[config.mk]
export PLATFORM = sky130hd
export DESIGN_NAME = sync_len_checksum_deframer
export DESIGN_NICKNAME = d
export VERILOG_FILES = /design/src/rtl/slcd_pkg.sv /design/src/rtl/slcd_front.sv /design/src/rtl/slcd_queue.sv /design/src/rtl/slcd_core.sv /design/src/rtl/sync_len_checksum_deframer.sv
export SDC_FILE = /design/constraint.sdc
export NUM_CORES = 1
export LEC_CHECK = 0
export BUFFER_PORTS_ARGS = -buffer_cell sky130_fd_sc_hd__buf_2
export CAP_MARGIN = 0
export CORE_MARGIN = 2
export CORE_UTILIZATION = 50
export CTS_BUF_LIST = sky130_fd_sc_hd__clkbuf_16
export DETAILED_ROUTE_END_ITERATION = 8
export PLACE_DENSITY = 0.66
export SYNTH_ARGS = -nofsm -noshare
export SYNTH_HDL_FRONTEND = slang
export SYNTH_SLANG_ARGS = --single-unit
export TNS_END_PERCENT = 20
[constraint.sdc]
create_clock -name clock -period 6.2 [get_ports clock]
set_input_delay 0.62 -clock clock [delete_from_list [all_inputs] [get_ports clock]]
set_output_delay 0.62 -clock clock [all_outputs]
set_load 0.03 [all_outputs]
[src/rtl/slcd_pkg.sv]
// Package for the sync/length/checksum deframer.
// Holds the queue item type, field widths, register indexes and reset values.
// It has no dependencies; every module of the block uses it.
package slcd_pkg;

   localparam int BYTE_W    = 8;
   localparam int INDEX_W   = 4;
   localparam int CSR_IDX_W = 1;

   localparam logic [CSR_IDX_W-1:0] CSR_SYNC_RX = 1'b0;
   localparam logic [CSR_IDX_W-1:0] CSR_SYNC_TX = 1'b1;

   localparam logic [BYTE_W-1:0] SYNC_RX_RESET = 8'hA5;
   localparam logic [BYTE_W-1:0] SYNC_TX_RESET = 8'hA4;

   typedef struct packed {
      logic [BYTE_W-1:0] data;
      logic              sync_hit;
   } item_type;

endpackage

[src/rtl/slcd_front.sv]
// Front end of the deframer: sync value registers and byte classification.
// Tags each received byte with a sync match flag for the parser.
// Depends on slcd_pkg.
module slcd_front (
   input  logic                           clock,
   input  logic                           reset,
   input  logic                           csr_we,
   input  logic [slcd_pkg::CSR_IDX_W-1:0] csr_index,
   input  logic [slcd_pkg::BYTE_W-1:0]    csr_wdata,
   input  logic                           req_valid,
   input  logic [slcd_pkg::BYTE_W-1:0]    req_rx_byte,
   output logic                           push_valid,
   output slcd_pkg::item_type             push_item
);

   logic [slcd_pkg::BYTE_W-1:0] sync_rx_ff;
   logic [slcd_pkg::BYTE_W-1:0] sync_tx_ff;

   always_ff @(posedge clock) begin
      if (reset) begin
         sync_rx_ff <= slcd_pkg::SYNC_RX_RESET;
         sync_tx_ff <= slcd_pkg::SYNC_TX_RESET;
      end else if (csr_we) begin
         case (csr_index)
            slcd_pkg::CSR_SYNC_RX: sync_rx_ff <= csr_wdata;
            slcd_pkg::CSR_SYNC_TX: sync_tx_ff <= csr_wdata;
            default: ;
         endcase
      end
   end

   assign push_valid         = req_valid;
   assign push_item.data     = req_rx_byte;
   assign push_item.sync_hit = (req_rx_byte == sync_rx_ff) || (req_rx_byte == sync_tx_ff);

endmodule

[src/rtl/slcd_queue.sv]
// Short queue between the classifying front end and the frame parser.
// Lets the input side and the parser stall independently.
// Depends on slcd_pkg.
module slcd_queue #(
   parameter int DEPTH = 4
) (
   input  logic               clock,
   input  logic               reset,
   input  logic               push_valid,
   input  slcd_pkg::item_type push_item,
   output logic               full,
   output logic               pop_valid,
   output slcd_pkg::item_type pop_item,
   input  logic               pop
);

   localparam int PTR_W = (DEPTH > 1) ? $clog2(DEPTH) : 1;
   localparam int CNT_W = $clog2(DEPTH + 1);

   slcd_pkg::item_type slot_ff [DEPTH];
   logic [PTR_W-1:0]   head_ff;
   logic [PTR_W-1:0]   tail_ff;
   logic [CNT_W-1:0]   count_ff;
   logic               do_push;
   logic               do_pop;

   assign full      = (count_ff == CNT_W'(DEPTH));
   assign pop_valid = (count_ff != '0);
   assign pop_item  = slot_ff[head_ff];
   assign do_push   = push_valid && !full;
   assign do_pop    = pop && pop_valid;

   always_ff @(posedge clock) begin
      if (reset) begin
         head_ff  <= '0;
         tail_ff  <= '0;
         count_ff <= '0;
      end else begin
         if (do_push) begin
            tail_ff <= (tail_ff == PTR_W'(DEPTH - 1)) ? '0 : tail_ff + PTR_W'(1);
         end
         if (do_pop) begin
            head_ff <= (head_ff == PTR_W'(DEPTH - 1)) ? '0 : head_ff + PTR_W'(1);
         end
         if (do_push && !do_pop) begin
            count_ff <= count_ff + CNT_W'(1);
         end else if (do_pop && !do_push) begin
            count_ff <= count_ff - CNT_W'(1);
         end
      end
      if (do_push) begin
         slot_ff[tail_ff] <= push_item;
      end
   end

endmodule

[src/rtl/slcd_core.sv]
// Frame parser of the deframer: frame buffer, running checksum, replay and output.
// Replays buffered bytes after a failed frame and shifts good frames out.
// Depends on slcd_pkg.
module slcd_core #(
   parameter int MAX_PAYLOAD = 12
) (
   input  logic                        clock,
   input  logic                        reset,
   input  logic                        q_valid,
   input  slcd_pkg::item_type          q_item,
   output logic                        q_pop,
   output logic                        rsp_valid,
   input  logic                        rsp_stall,
   output logic [slcd_pkg::BYTE_W-1:0] rsp_frame_byte,
   output logic [slcd_pkg::INDEX_W-1:0] rsp_byte_index,
   output logic                        rsp_last
);

   localparam int FRAME_MAX = MAX_PAYLOAD + 4;
   localparam int IDX_W     = $clog2(FRAME_MAX);
   localparam int CNT_W     = $clog2(FRAME_MAX + 1);
   localparam int BW        = slcd_pkg::BYTE_W;
   localparam int IW        = slcd_pkg::INDEX_W;

   typedef enum logic {
      S_PARSE,
      S_EMIT
   } state_type;

   state_type          state_ff, state_in;
   slcd_pkg::item_type store_ff [FRAME_MAX];
   slcd_pkg::item_type store_in [FRAME_MAX];
   slcd_pkg::item_type wr_store [FRAME_MAX];
   logic [IDX_W-1:0]   fill_ff, fill_in;
   logic [CNT_W-1:0]   tot_ff, tot_in;
   logic [CNT_W-1:0]   tot_step;
   logic [BW-1:0]      xor_ff, xor_in;
   logic [IDX_W-1:0]   emit_cnt_ff, emit_cnt_in;
   logic               rsp_valid_ff, rsp_valid_in;
   logic [BW-1:0]      rsp_byte_ff, rsp_byte_in;
   logic [IW-1:0]      rsp_idx_ff, rsp_idx_in;
   logic               rsp_last_ff, rsp_last_in;
   logic               replay;
   slcd_pkg::item_type cur;
   logic               len_bad;
   logic               chk_hit;
   logic               shift;

   assign replay  = (CNT_W'(fill_ff) != tot_ff);
   assign cur     = replay ? store_ff[fill_ff] : q_item;
   assign len_bad = (fill_ff == IDX_W'(1)) && (cur.data > BW'(MAX_PAYLOAD));
   assign chk_hit = (fill_ff >= IDX_W'(3))
                    && (9'(fill_ff) == ({1'b0, store_ff[1].data} + 9'd3));

   always_comb begin
      state_in     = state_ff;
      fill_in      = fill_ff;
      tot_in       = tot_ff;
      xor_in       = xor_ff;
      emit_cnt_in  = emit_cnt_ff;
      rsp_valid_in = rsp_valid_ff && rsp_stall;
      rsp_byte_in  = rsp_byte_ff;
      rsp_idx_in   = rsp_idx_ff;
      rsp_last_in  = rsp_last_ff;
      q_pop        = 1'b0;
      shift        = 1'b0;
      tot_step     = tot_ff;
      wr_store     = store_ff;
      case (state_ff)
         S_PARSE: begin
            if (replay || q_valid) begin
               q_pop = !replay;
               if (!replay) begin
                  tot_step = tot_ff + CNT_W'(1);
               end
               wr_store[fill_ff] = cur;
               if (fill_ff == '0) begin
                  if (cur.sync_hit) begin
                     fill_in = IDX_W'(1);
                     xor_in  = cur.data;
                  end else begin
                     shift = 1'b1;
                  end
               end else if (len_bad) begin
                  shift   = 1'b1;
                  fill_in = '0;
                  xor_in  = '0;
               end else if (chk_hit) begin
                  if (cur.data == xor_ff) begin
                     state_in    = S_EMIT;
                     emit_cnt_in = '0;
                  end else begin
                     shift   = 1'b1;
                     fill_in = '0;
                     xor_in  = '0;
                  end
               end else begin
                  xor_in  = xor_ff ^ cur.data;
                  fill_in = fill_ff + IDX_W'(1);
               end
               tot_in = shift ? (tot_step - CNT_W'(1)) : tot_step;
            end
         end
         S_EMIT: begin
            if (!rsp_valid_ff || !rsp_stall) begin
               rsp_valid_in = 1'b1;
               rsp_byte_in  = store_ff[0].data;
               rsp_idx_in   = IW'(emit_cnt_ff);
               rsp_last_in  = (emit_cnt_ff == fill_ff);
               shift        = 1'b1;
               tot_in       = tot_ff - CNT_W'(1);
               emit_cnt_in  = emit_cnt_ff + IDX_W'(1);
               if (emit_cnt_ff == fill_ff) begin
                  state_in = S_PARSE;
                  fill_in  = '0;
                  xor_in   = '0;
               end
            end
         end
         default: begin
            state_in = S_PARSE;
         end
      endcase
      for (int i = 0; i < FRAME_MAX - 1; i++) begin
         store_in[i] = shift ? wr_store[i + 1] : wr_store[i];
      end
      store_in[FRAME_MAX - 1] = wr_store[FRAME_MAX - 1];
   end

   always_ff @(posedge clock) begin
      if (reset) begin
         state_ff     <= S_PARSE;
         fill_ff      <= '0;
         tot_ff       <= '0;
         xor_ff       <= '0;
         emit_cnt_ff  <= '0;
         rsp_valid_ff <= 1'b0;
      end else begin
         state_ff     <= state_in;
         fill_ff      <= fill_in;
         tot_ff       <= tot_in;
         xor_ff       <= xor_in;
         emit_cnt_ff  <= emit_cnt_in;
         rsp_valid_ff <= rsp_valid_in;
      end
      store_ff    <= store_in;
      rsp_byte_ff <= rsp_byte_in;
      rsp_idx_ff  <= rsp_idx_in;
      rsp_last_ff <= rsp_last_in;
   end

   assign rsp_valid      = rsp_valid_ff;
   assign rsp_frame_byte = rsp_byte_ff;
   assign rsp_byte_index = rsp_idx_ff;
   assign rsp_last       = rsp_last_ff;

   a_tot_bound: assert property (@(posedge clock) disable iff (reset)
      tot_ff <= CNT_W'(FRAME_MAX))
      else $error("Frame buffer holds more bytes than it has entries.");

   a_fill_le_tot: assert property (@(posedge clock) disable iff (reset)
      (state_ff == S_PARSE) |-> (CNT_W'(fill_ff) <= tot_ff))
      else $error("Open frame is longer than the buffered bytes.");

   a_idle_xor: assert property (@(posedge clock) disable iff (reset)
      (state_ff == S_PARSE && fill_ff == '0) |-> (xor_ff == '0))
      else $error("Running checksum is not clear while hunting for sync.");

   a_emit_end: assert property (@(posedge clock) disable iff (reset)
      (state_ff == S_EMIT && (!rsp_valid_ff || !rsp_stall) && emit_cnt_ff == fill_ff)
      |=> (state_ff == S_PARSE && fill_ff == '0 && rsp_valid_ff && rsp_last_ff))
      else $error("Frame output did not end on its checksum byte.");

endmodule

[src/rtl/sync_len_checksum_deframer.sv]
// Top level of the sync/length/checksum deframer.
// Instantiates slcd_front, slcd_queue and slcd_core; depends on slcd_pkg.
//
//   Channel   Direction  Handshake               Payload
//   req       in         req_valid / req_stall   req_rx_byte
//   rsp       out        rsp_valid / rsp_stall   rsp_frame_byte, rsp_byte_index, rsp_last
//   csr       in         csr_we                  csr_index, csr_wdata
//
// While parsing, the parser takes one byte per cycle, from the queue or from its frame buffer.
// A good frame leaves one byte per cycle while rsp_stall is low; no byte is parsed meanwhile.
// After a failed frame the buffered bytes behind the dropped sync are parsed again,
// one per cycle, and no new byte is taken from the queue meanwhile.
// Reset is synchronous and clears control state; the sync registers return to A5h and A4h.
// req_stall rises only when the input queue is full.
module sync_len_checksum_deframer #(
   parameter int MAX_PAYLOAD = 12,
   parameter int QUEUE_DEPTH = 4
) (
   input  logic                           clock,
   input  logic                           reset,
   input  logic                           csr_we,
   input  logic [slcd_pkg::CSR_IDX_W-1:0] csr_index,
   input  logic [slcd_pkg::BYTE_W-1:0]    csr_wdata,
   input  logic                           req_valid,
   output logic                           req_stall,
   input  logic [slcd_pkg::BYTE_W-1:0]    req_rx_byte,
   output logic                           rsp_valid,
   input  logic                           rsp_stall,
   output logic [slcd_pkg::BYTE_W-1:0]    rsp_frame_byte,
   output logic [slcd_pkg::INDEX_W-1:0]   rsp_byte_index,
   output logic                           rsp_last
);

   logic               push_valid;
   slcd_pkg::item_type push_item;
   logic               q_full;
   logic               q_valid;
   slcd_pkg::item_type q_item;
   logic               q_pop;

   slcd_front u_front (
      .clock       (clock),
      .reset       (reset),
      .csr_we      (csr_we),
      .csr_index   (csr_index),
      .csr_wdata   (csr_wdata),
      .req_valid   (req_valid),
      .req_rx_byte (req_rx_byte),
      .push_valid  (push_valid),
      .push_item   (push_item)
   );

   slcd_queue #(
      .DEPTH (QUEUE_DEPTH)
   ) u_queue (
      .clock      (clock),
      .reset      (reset),
      .push_valid (push_valid),
      .push_item  (push_item),
      .full       (q_full),
      .pop_valid  (q_valid),
      .pop_item   (q_item),
      .pop        (q_pop)
   );

   slcd_core #(
      .MAX_PAYLOAD (MAX_PAYLOAD)
   ) u_core (
      .clock          (clock),
      .reset          (reset),
      .q_valid        (q_valid),
      .q_item         (q_item),
      .q_pop          (q_pop),
      .rsp_valid      (rsp_valid),
      .rsp_stall      (rsp_stall),
      .rsp_frame_byte (rsp_frame_byte),
      .rsp_byte_index (rsp_byte_index),
      .rsp_last       (rsp_last)
   );

   assign req_stall = q_full;

endmodule

==> run summary, run 1 <==
Final hold violations - 0
Hpwl dp - 23000 um
Num CTS Buffers - 27
Max Freq - 195 MHz
Crit share post-route - 82.8%
H-tree depth - 1
GRT overflow - 0
Slew at the pin closest to its max-slew limit - 1.21 ns
RSZ-0062 raised after global routing - false
Syn Std Cell Area - 12600 um2
CTS Root Buffer Type - clkbuf_16
Proportion of synthesized area in mux cells - 13.2%
Crit path kind - reg2reg
Pwr Total - 9.81 mW
Layout cells sized above 1 - 22.7%
Crit-path leading delay family - simple AND/OR/NAND/NOR gates
First DRT Iteration DRCs - 1077
Gate Count Post-Synth - 1254
Pin count of the biggest net entering global routing - 75
Rows - 58
Max Buffers Root-to-Sink - 3
Width of the chip - 162 um
Clock Pin Slew Worst Setup and Hold Paths - 0.07 ns
Simple-Gate Fraction of Synth Area - 15.9%
Core ar. - 24900 um2
Fin util - 56.5%
Number of remaining DRC errors - 0
Slowest cell on crit path - dfxtp_1
Ys flop type - dfxtp_1
First-pass GRT wire length - 53800 um
Worst Path Required - 6.71 ns
Cell breakdown of the critical path - xnor2_1 -> nand3_1 -> or2_2 -> mux2_4 -> or3_1 -> o211a_1 -> nor4_4 -> nor3_4 -> buf_4 -> mux2i_2 -> o221a_2
Drt total wl - 34600 um
First-pass DRT Iterations - 5
Complex-gate fraction of the synthesized area - 19.4%
Unique masters post-synth - 69
Nets@finish - 1296
Min cycle time layout - 5.13 ns
I/O pins - 37
Clk_lat worst skew - 0.56 ns
CTS tree - built
Clock Sinks - 241
Vias in the first global route - 9360
Mean area per synthesized cell - 10.0 um2
Power per cell area - 698 nW/um2
Syn nets - 1292
WP data arrival - 5.64 ns
Status - finished, final reports clean
Maximum Capacitance Violations - 0
Fin. max-slew vios - 0
Xor/xnor share of the synthesized area - 3.07%
Initial antenna violation count - 0
Synthesis warning total - 0
Fill cell count - 2157
Leak - 5.22 nW
Place WS - 1.22 ns
CP Max Fanout - 24
Synth Area in Adders - 1.65%
Slowest stage delay, CP - 0.92 ns
GP Congestion - 0.887
Placed Instances - 1559
PostCTS Resize Cnt - 0
Die area - 26400 um2
Total GRT Usage - 25.9%
# hold bufs at CTS - 0
Detail-routed via count per cell - 6.17
PortBufs - 36
Worst setup SP type - flip-flop
Final WS setup - 1.07 ns
Asr flop ratio synth - 0%
Yosys reg bits - 241
Via count - 9929
Crit end category - flip-flop
Sequential share of the synthesized area - 43.0%
Post-Route Setup TNS - 0 ns
Worst Hold Class - in2reg
Worst slew margin - 19.1%
Die Height - 162 um
P&R area growth vs syn - 11.9%
Starting Density - 50.5%
Post-synth EDFFs - 58
CP bufs+invs - 1
DR WL/cell - 21.5 um
Post-route ant nets - 0
Final instance count without filler cells - 1610
VDD IR-drop max - 374 uV
Clock skew - 0.0190 ns
Largest family of logic cells by synthesized area - compound AO/OA/AOI/OAI gates
Postcts setup bufs - 0
Final setup viols - 0
[worst paths after layout]
check	startpoint	end	slack (ns)	depth (start not counted)
hold / removal	csr_wdata[5]	u_front.sync_rx_ff[5]	0.29	3
setup reg to reg	u_core.fill_ff[3]	u_core.store_ff[97]	1.07	11
hold reg to reg	u_front.sync_tx_ff[4]	u_front.sync_tx_ff[4]	0.47	2
setup / recovery	u_core.fill_ff[3]	u_core.store_ff[97]	1.07	11
[flip-flops by register name (all words and copies together), names as in the netlist, named ones only]
signal / flops
u_queue.head_ff: 2
u_front.sync_rx_ff: 8
u_front.sync_tx_ff: 8
u_core.xor_ff: 8
u_core.rsp_last: 1
u_queue.slot_ff: 36
u_core.tot_ff: 5
u_core.state_ff: 1
u_core.store_ff: 144
u_core.rsp_byte_index: 4
u_core.rsp_valid: 1
u_core.fill_ff: 4
u_queue.tail_ff: 2
u_core.emit_cnt_ff: 4
u_queue.count_ff: 3
u_core.rsp_frame_byte: 8
[cells in the final DEF (no fill, tap or decap), types with 6 or more instances in the layout]
master and n:
buf_4 36, mux2i_1 50, o21bai_1 29, o221a_1 14
or3_1 14, mux2i_4 7, o221a_2 48, mux2i_2 7
xnor2_1 31, nand2_1 121, nor2_1 102, and2_1 7
mux2_2 17, buf_2 36, dfxtp_1 181, mux4_2 31
o21a_1 9, nand4_1 13, clkbuf_16 27, or2_2 35
nand3_1 19, a2bb2oi_1 45, clkinv_2 6, inv_1 15
o21ai_0 76, nand2b_1 18, xor2_1 13, or4_1 8
nand3b_1 9, a31o_2 8, ha_1 15, a32o_1 9
nor3_1 27, or2_1 7, nor2b_1 7, a21oi_1 34
o22ai_1 16, edfxtp_1 58
[cell usage after synthesis, types with 8 or more instances]
library cell,number,area [um2]
dfxtp_1,183,3660
xor2_1,13,114
nor3_1,28,140
or3_1,14,87.6
a21oi_1,35,175
nand2_1,121,454
or2_2,35,219
a31o_2,8,70.1
o21a_1,9,67.6
nand2b_1,18,113
inv_1,14,52.6
buf_2,18,90.1
nor2_1,102,383
mux2_2,17,191
ha_1,15,188
clkbuf_1,75,282
o22ai_1,16,100
o221a_1,14,158
a32o_1,9,90.1
xnor2_1,31,272
nand3b_1,9,67.6
edfxtp_1,58,1740
o221a_2,48,541
nand4_1,13,81.3
or4_1,8,60.1
nand3_1,19,95.1
o21bai_1,29,218
a2bb2oi_1,45,394
mux2i_1,50,500
o21ai_0,76,380
mux4_2,31,698
[through the flow]
step | hold WS (ns) | instance area [um2]
after floorplan | 0.421 | 12600
after global placement | 0.457 | 13100
after detailed placement | 0.460 | 13100
after CTS | 0.277 | 14000
after global routing | 0.307 | 14000
final | 0.291 | 14100
[report_power, final]
part	switching, mW	internal (mW)
Sequential	0.406	2.21
Clock	0.686	1.01
Combinational	3.07	2.42
[layer usage]
layer	vias up	share of wire [%]	GRT usage (%)
met3	89	6.4	4.13
met5	-	0	0
met1	4795	45	36.2
met4	0	3.9	10.1
met2	360	45	40.5
li1	4685	-	-
[worst reg2reg max path: stages (launching register included)]
cell     delay, ns
dfxtp_1       0.92
xnor2_1       0.21
nand3_1       0.32
or2_2         0.57
mux2_4        0.48
or3_1         0.41
o211a_1       0.32
nor4_4        0.55
nor3_4        0.08
buf_4         0.30
mux2i_2       0.61
o221a_2       0.31
[logic make-up (layout without fill, tap and decap cells)]
logic type               count (synthesis)  in the layout
AND/OR/NAND/NOR                        407            407
AO/OA/AOI/OAI                          319            319
flip-flops                             241            241
buffers and inverters                  114            139
multiplexers                           113            113
XOR/XNOR                                44             44
adder cells (fa/ha/maj)                 16             16
other                                    0              1
[area by class of cell]
cell class / count / area [um2] / area share (%)
Multi-Input combinational cell: 899 / 6740 / 47.9
Sequential cell: 241 / 5410 / 38.5
Clock buffer: 27 / 676 / 4.81
Timing Repair Buffer: 74 / 490 / 3.49
Tap cell: 330 / 413 / 2.94
Clock inverter: 23 / 269 / 1.91
Inverter: 15 / 56.3 / 0.401
Antenna cell: 1 / 2.50 / 0.0178
Note: power is estimated with default switching activity, not from simulation.
==> run 2: changes to the inputs <==
clock period = 5 ns   (was 6.2 ns; I/O delays follow)
==> run summary, run 2 (synthesis results as in run 1) <==
CTS tree - built
Detail-routed via count per cell - 6.12
WP data arrival - 5.12 ns
Layout cells sized above 1 - 22.6%
Hpwl dp - 23100 um
Post-Route Setup TNS - 0 ns
Fill cell count - 2159
Worst Path Required - 5.49 ns
Min cycle time layout - 4.63 ns
# hold bufs at CTS - 0
Status - finished, final reports clean
Register Area - 5410 um2
Final setup viols - 0
Crit end category - flip-flop
Switching part of the total - 42.6%
Power per cell area - 850 nW/um2
Die area - 26400 um2
Comb pwr share - 57.1%
Worst setup SP type - flip-flop
Commonest non-fill, non-tap cells in the layout - dfxtp_1, nand2_1, nor2_1, o21ai_0, edfxtp_1
Most common cell after layout, fill and taps aside - dfxtp_1
Multi-input logic area - 6740 um2
Max Freq - 216 MHz
I/O pins - 37
Top reg by flops - u_core.store_ff
Worst hold slack - 0.178 ns
Vias in the first global route - 9585
Clock power share - 15.6%
P&R area growth vs syn - 11.6%
Pin count of the biggest net entering global routing - 66
Initial antenna violation count - 0
Antenna cell count - 0
H-tree depth - 1
Internal power - 6.84 mW
Max FFs per register - 144
Number of remaining DRC errors - 0
PostCTS Resize Cnt - 0
Worst Hold Class - in2reg
Slew at the pin closest to its max-slew limit - 0.887 ns
CP Max Fanout - 24
First DRT Iteration DRCs - 1040
RSZ-0062 raised after global routing - false
Worst slew margin - 40.9%
Num CTS Buffers - 27
Largest regs - u_core.store_ff (144), u_queue.slot_ff (36)
Max Buffers Root-to-Sink - 3
Width of the chip - 162 um
DR WL/cell - 21.2 um
Clock skew - 0.0130 ns
Drt total wl - 34200 um
Nets@finish - 1302
Clock Sinks - 241
Reg power frac - 27.3%
Fin. max-slew vios - 0
Die Height - 162 um
Post-route ant nets - 0
GRT overflow - 0
Place WS - 0.481 ns
Clock Pin Slew Worst Setup and Hold Paths - 0.06 ns
NetSw - 5.07 mW
Clk_lat worst skew - 0.55 ns
Crit share post-route - 92.5%
Total GRT Usage - 26.1%
Postcts setup bufs - 0
GP Congestion - 0.887
First-pass GRT wire length - 54100 um
Via count - 9891
Core ar. - 24900 um2
Rows - 58
PortBufs - 36
VDD IR-drop max - 493 uV
Maximum Capacitance Violations - 0
First-pass DRT Iterations - 7
Leak - 5.23 nW
CTS Root Buffer Type - clkbuf_16
Final hold violations - 0
Crit path kind - reg2reg
Final WS setup - 0.374 ns
Starting Density - 50.5%
-- run 2: cell type report --
| class | count | area share [%] |
|---|---|---|
| well taps | 330 | 2.95 |
| clock buffers | 28 | 5.00 |
| multi-input cells | 899 | 48.1 |
| repair buffers | 80 | 4.00 |
| inverters | 15 | 0.402 |
| clock inverters | 22 | 0.964 |
| flip-flops and latches | 241 | 38.6 |
-- run 2: worst max-delay path, stage by stage, from the launching register on --
cell and delay [ns]:
dfxtp_1 0.89, xnor2_1 0.20, nand3_1 0.10, buf_4 0.18, or2_2 0.47, mux2_4 0.48
or3_1 0.40, o211a_1 0.33, nor4_4 0.33, nor3_4 0.09, buf_12 0.19, mux2i_2 0.57
o221a_2 0.32
-- run 2: power by group through the flow --
stage / combinational [mW] / sequential, mW / clock [mW]
floorplan: 5.11 / 3.02 / 0
global placement: 6.58 / 3.27 / 0
detailed placement: 6.67 / 3.26 / 0
CTS: 6.70 / 3.23 / 1.89
global route: 7.28 / 3.31 / 1.98
finish: 6.80 / 3.25 / 1.86
-- run 2: path summary, 6_finish.rpt --
path,startpoint,end,slack [ns],cells after the start
worst max-delay path,u_core.fill_ff[3],u_core.store_ff[61],0.37,12
worst min register to register,u_core.store_ff[136],u_core.rsp_frame_byte[0],0.46,0
worst min-delay path,csr_wdata[5],u_front.sync_rx_ff[5],0.18,3
worst max register to register,u_core.fill_ff[3],u_core.store_ff[61],0.37,12
-- run 2: stage by stage --
stage / utilization, % / cells / total power [mW] / area [um2]
floorplan: - / 1254 / 8.13 / 12600
global placement: 52.9 / 1565 / 9.85 / 13200
detailed placement: 52.9 / 1565 / 9.94 / 13200
CTS: 56.3 / 1615 / 11.8 / 14000
global route: 56.3 / 1615 / 12.6 / 14000
finish: 56.3 / 1615 / 11.9 / 14000
-- run 2: layer usage --
| metal | vias to the layer above | wire length [um] | global-route usage (%) |
|---|---|---|---|
| met2 | 351 | 15600 | 42.1 |
| met5 | - | 0 | 0 |
| met3 | 85 | 2240 | 4.56 |
| met1 | 4768 | 15100 | 35.5 |
| li1 | 4687 | - | - |
| met4 | 0 | 1300 | 9.41 |
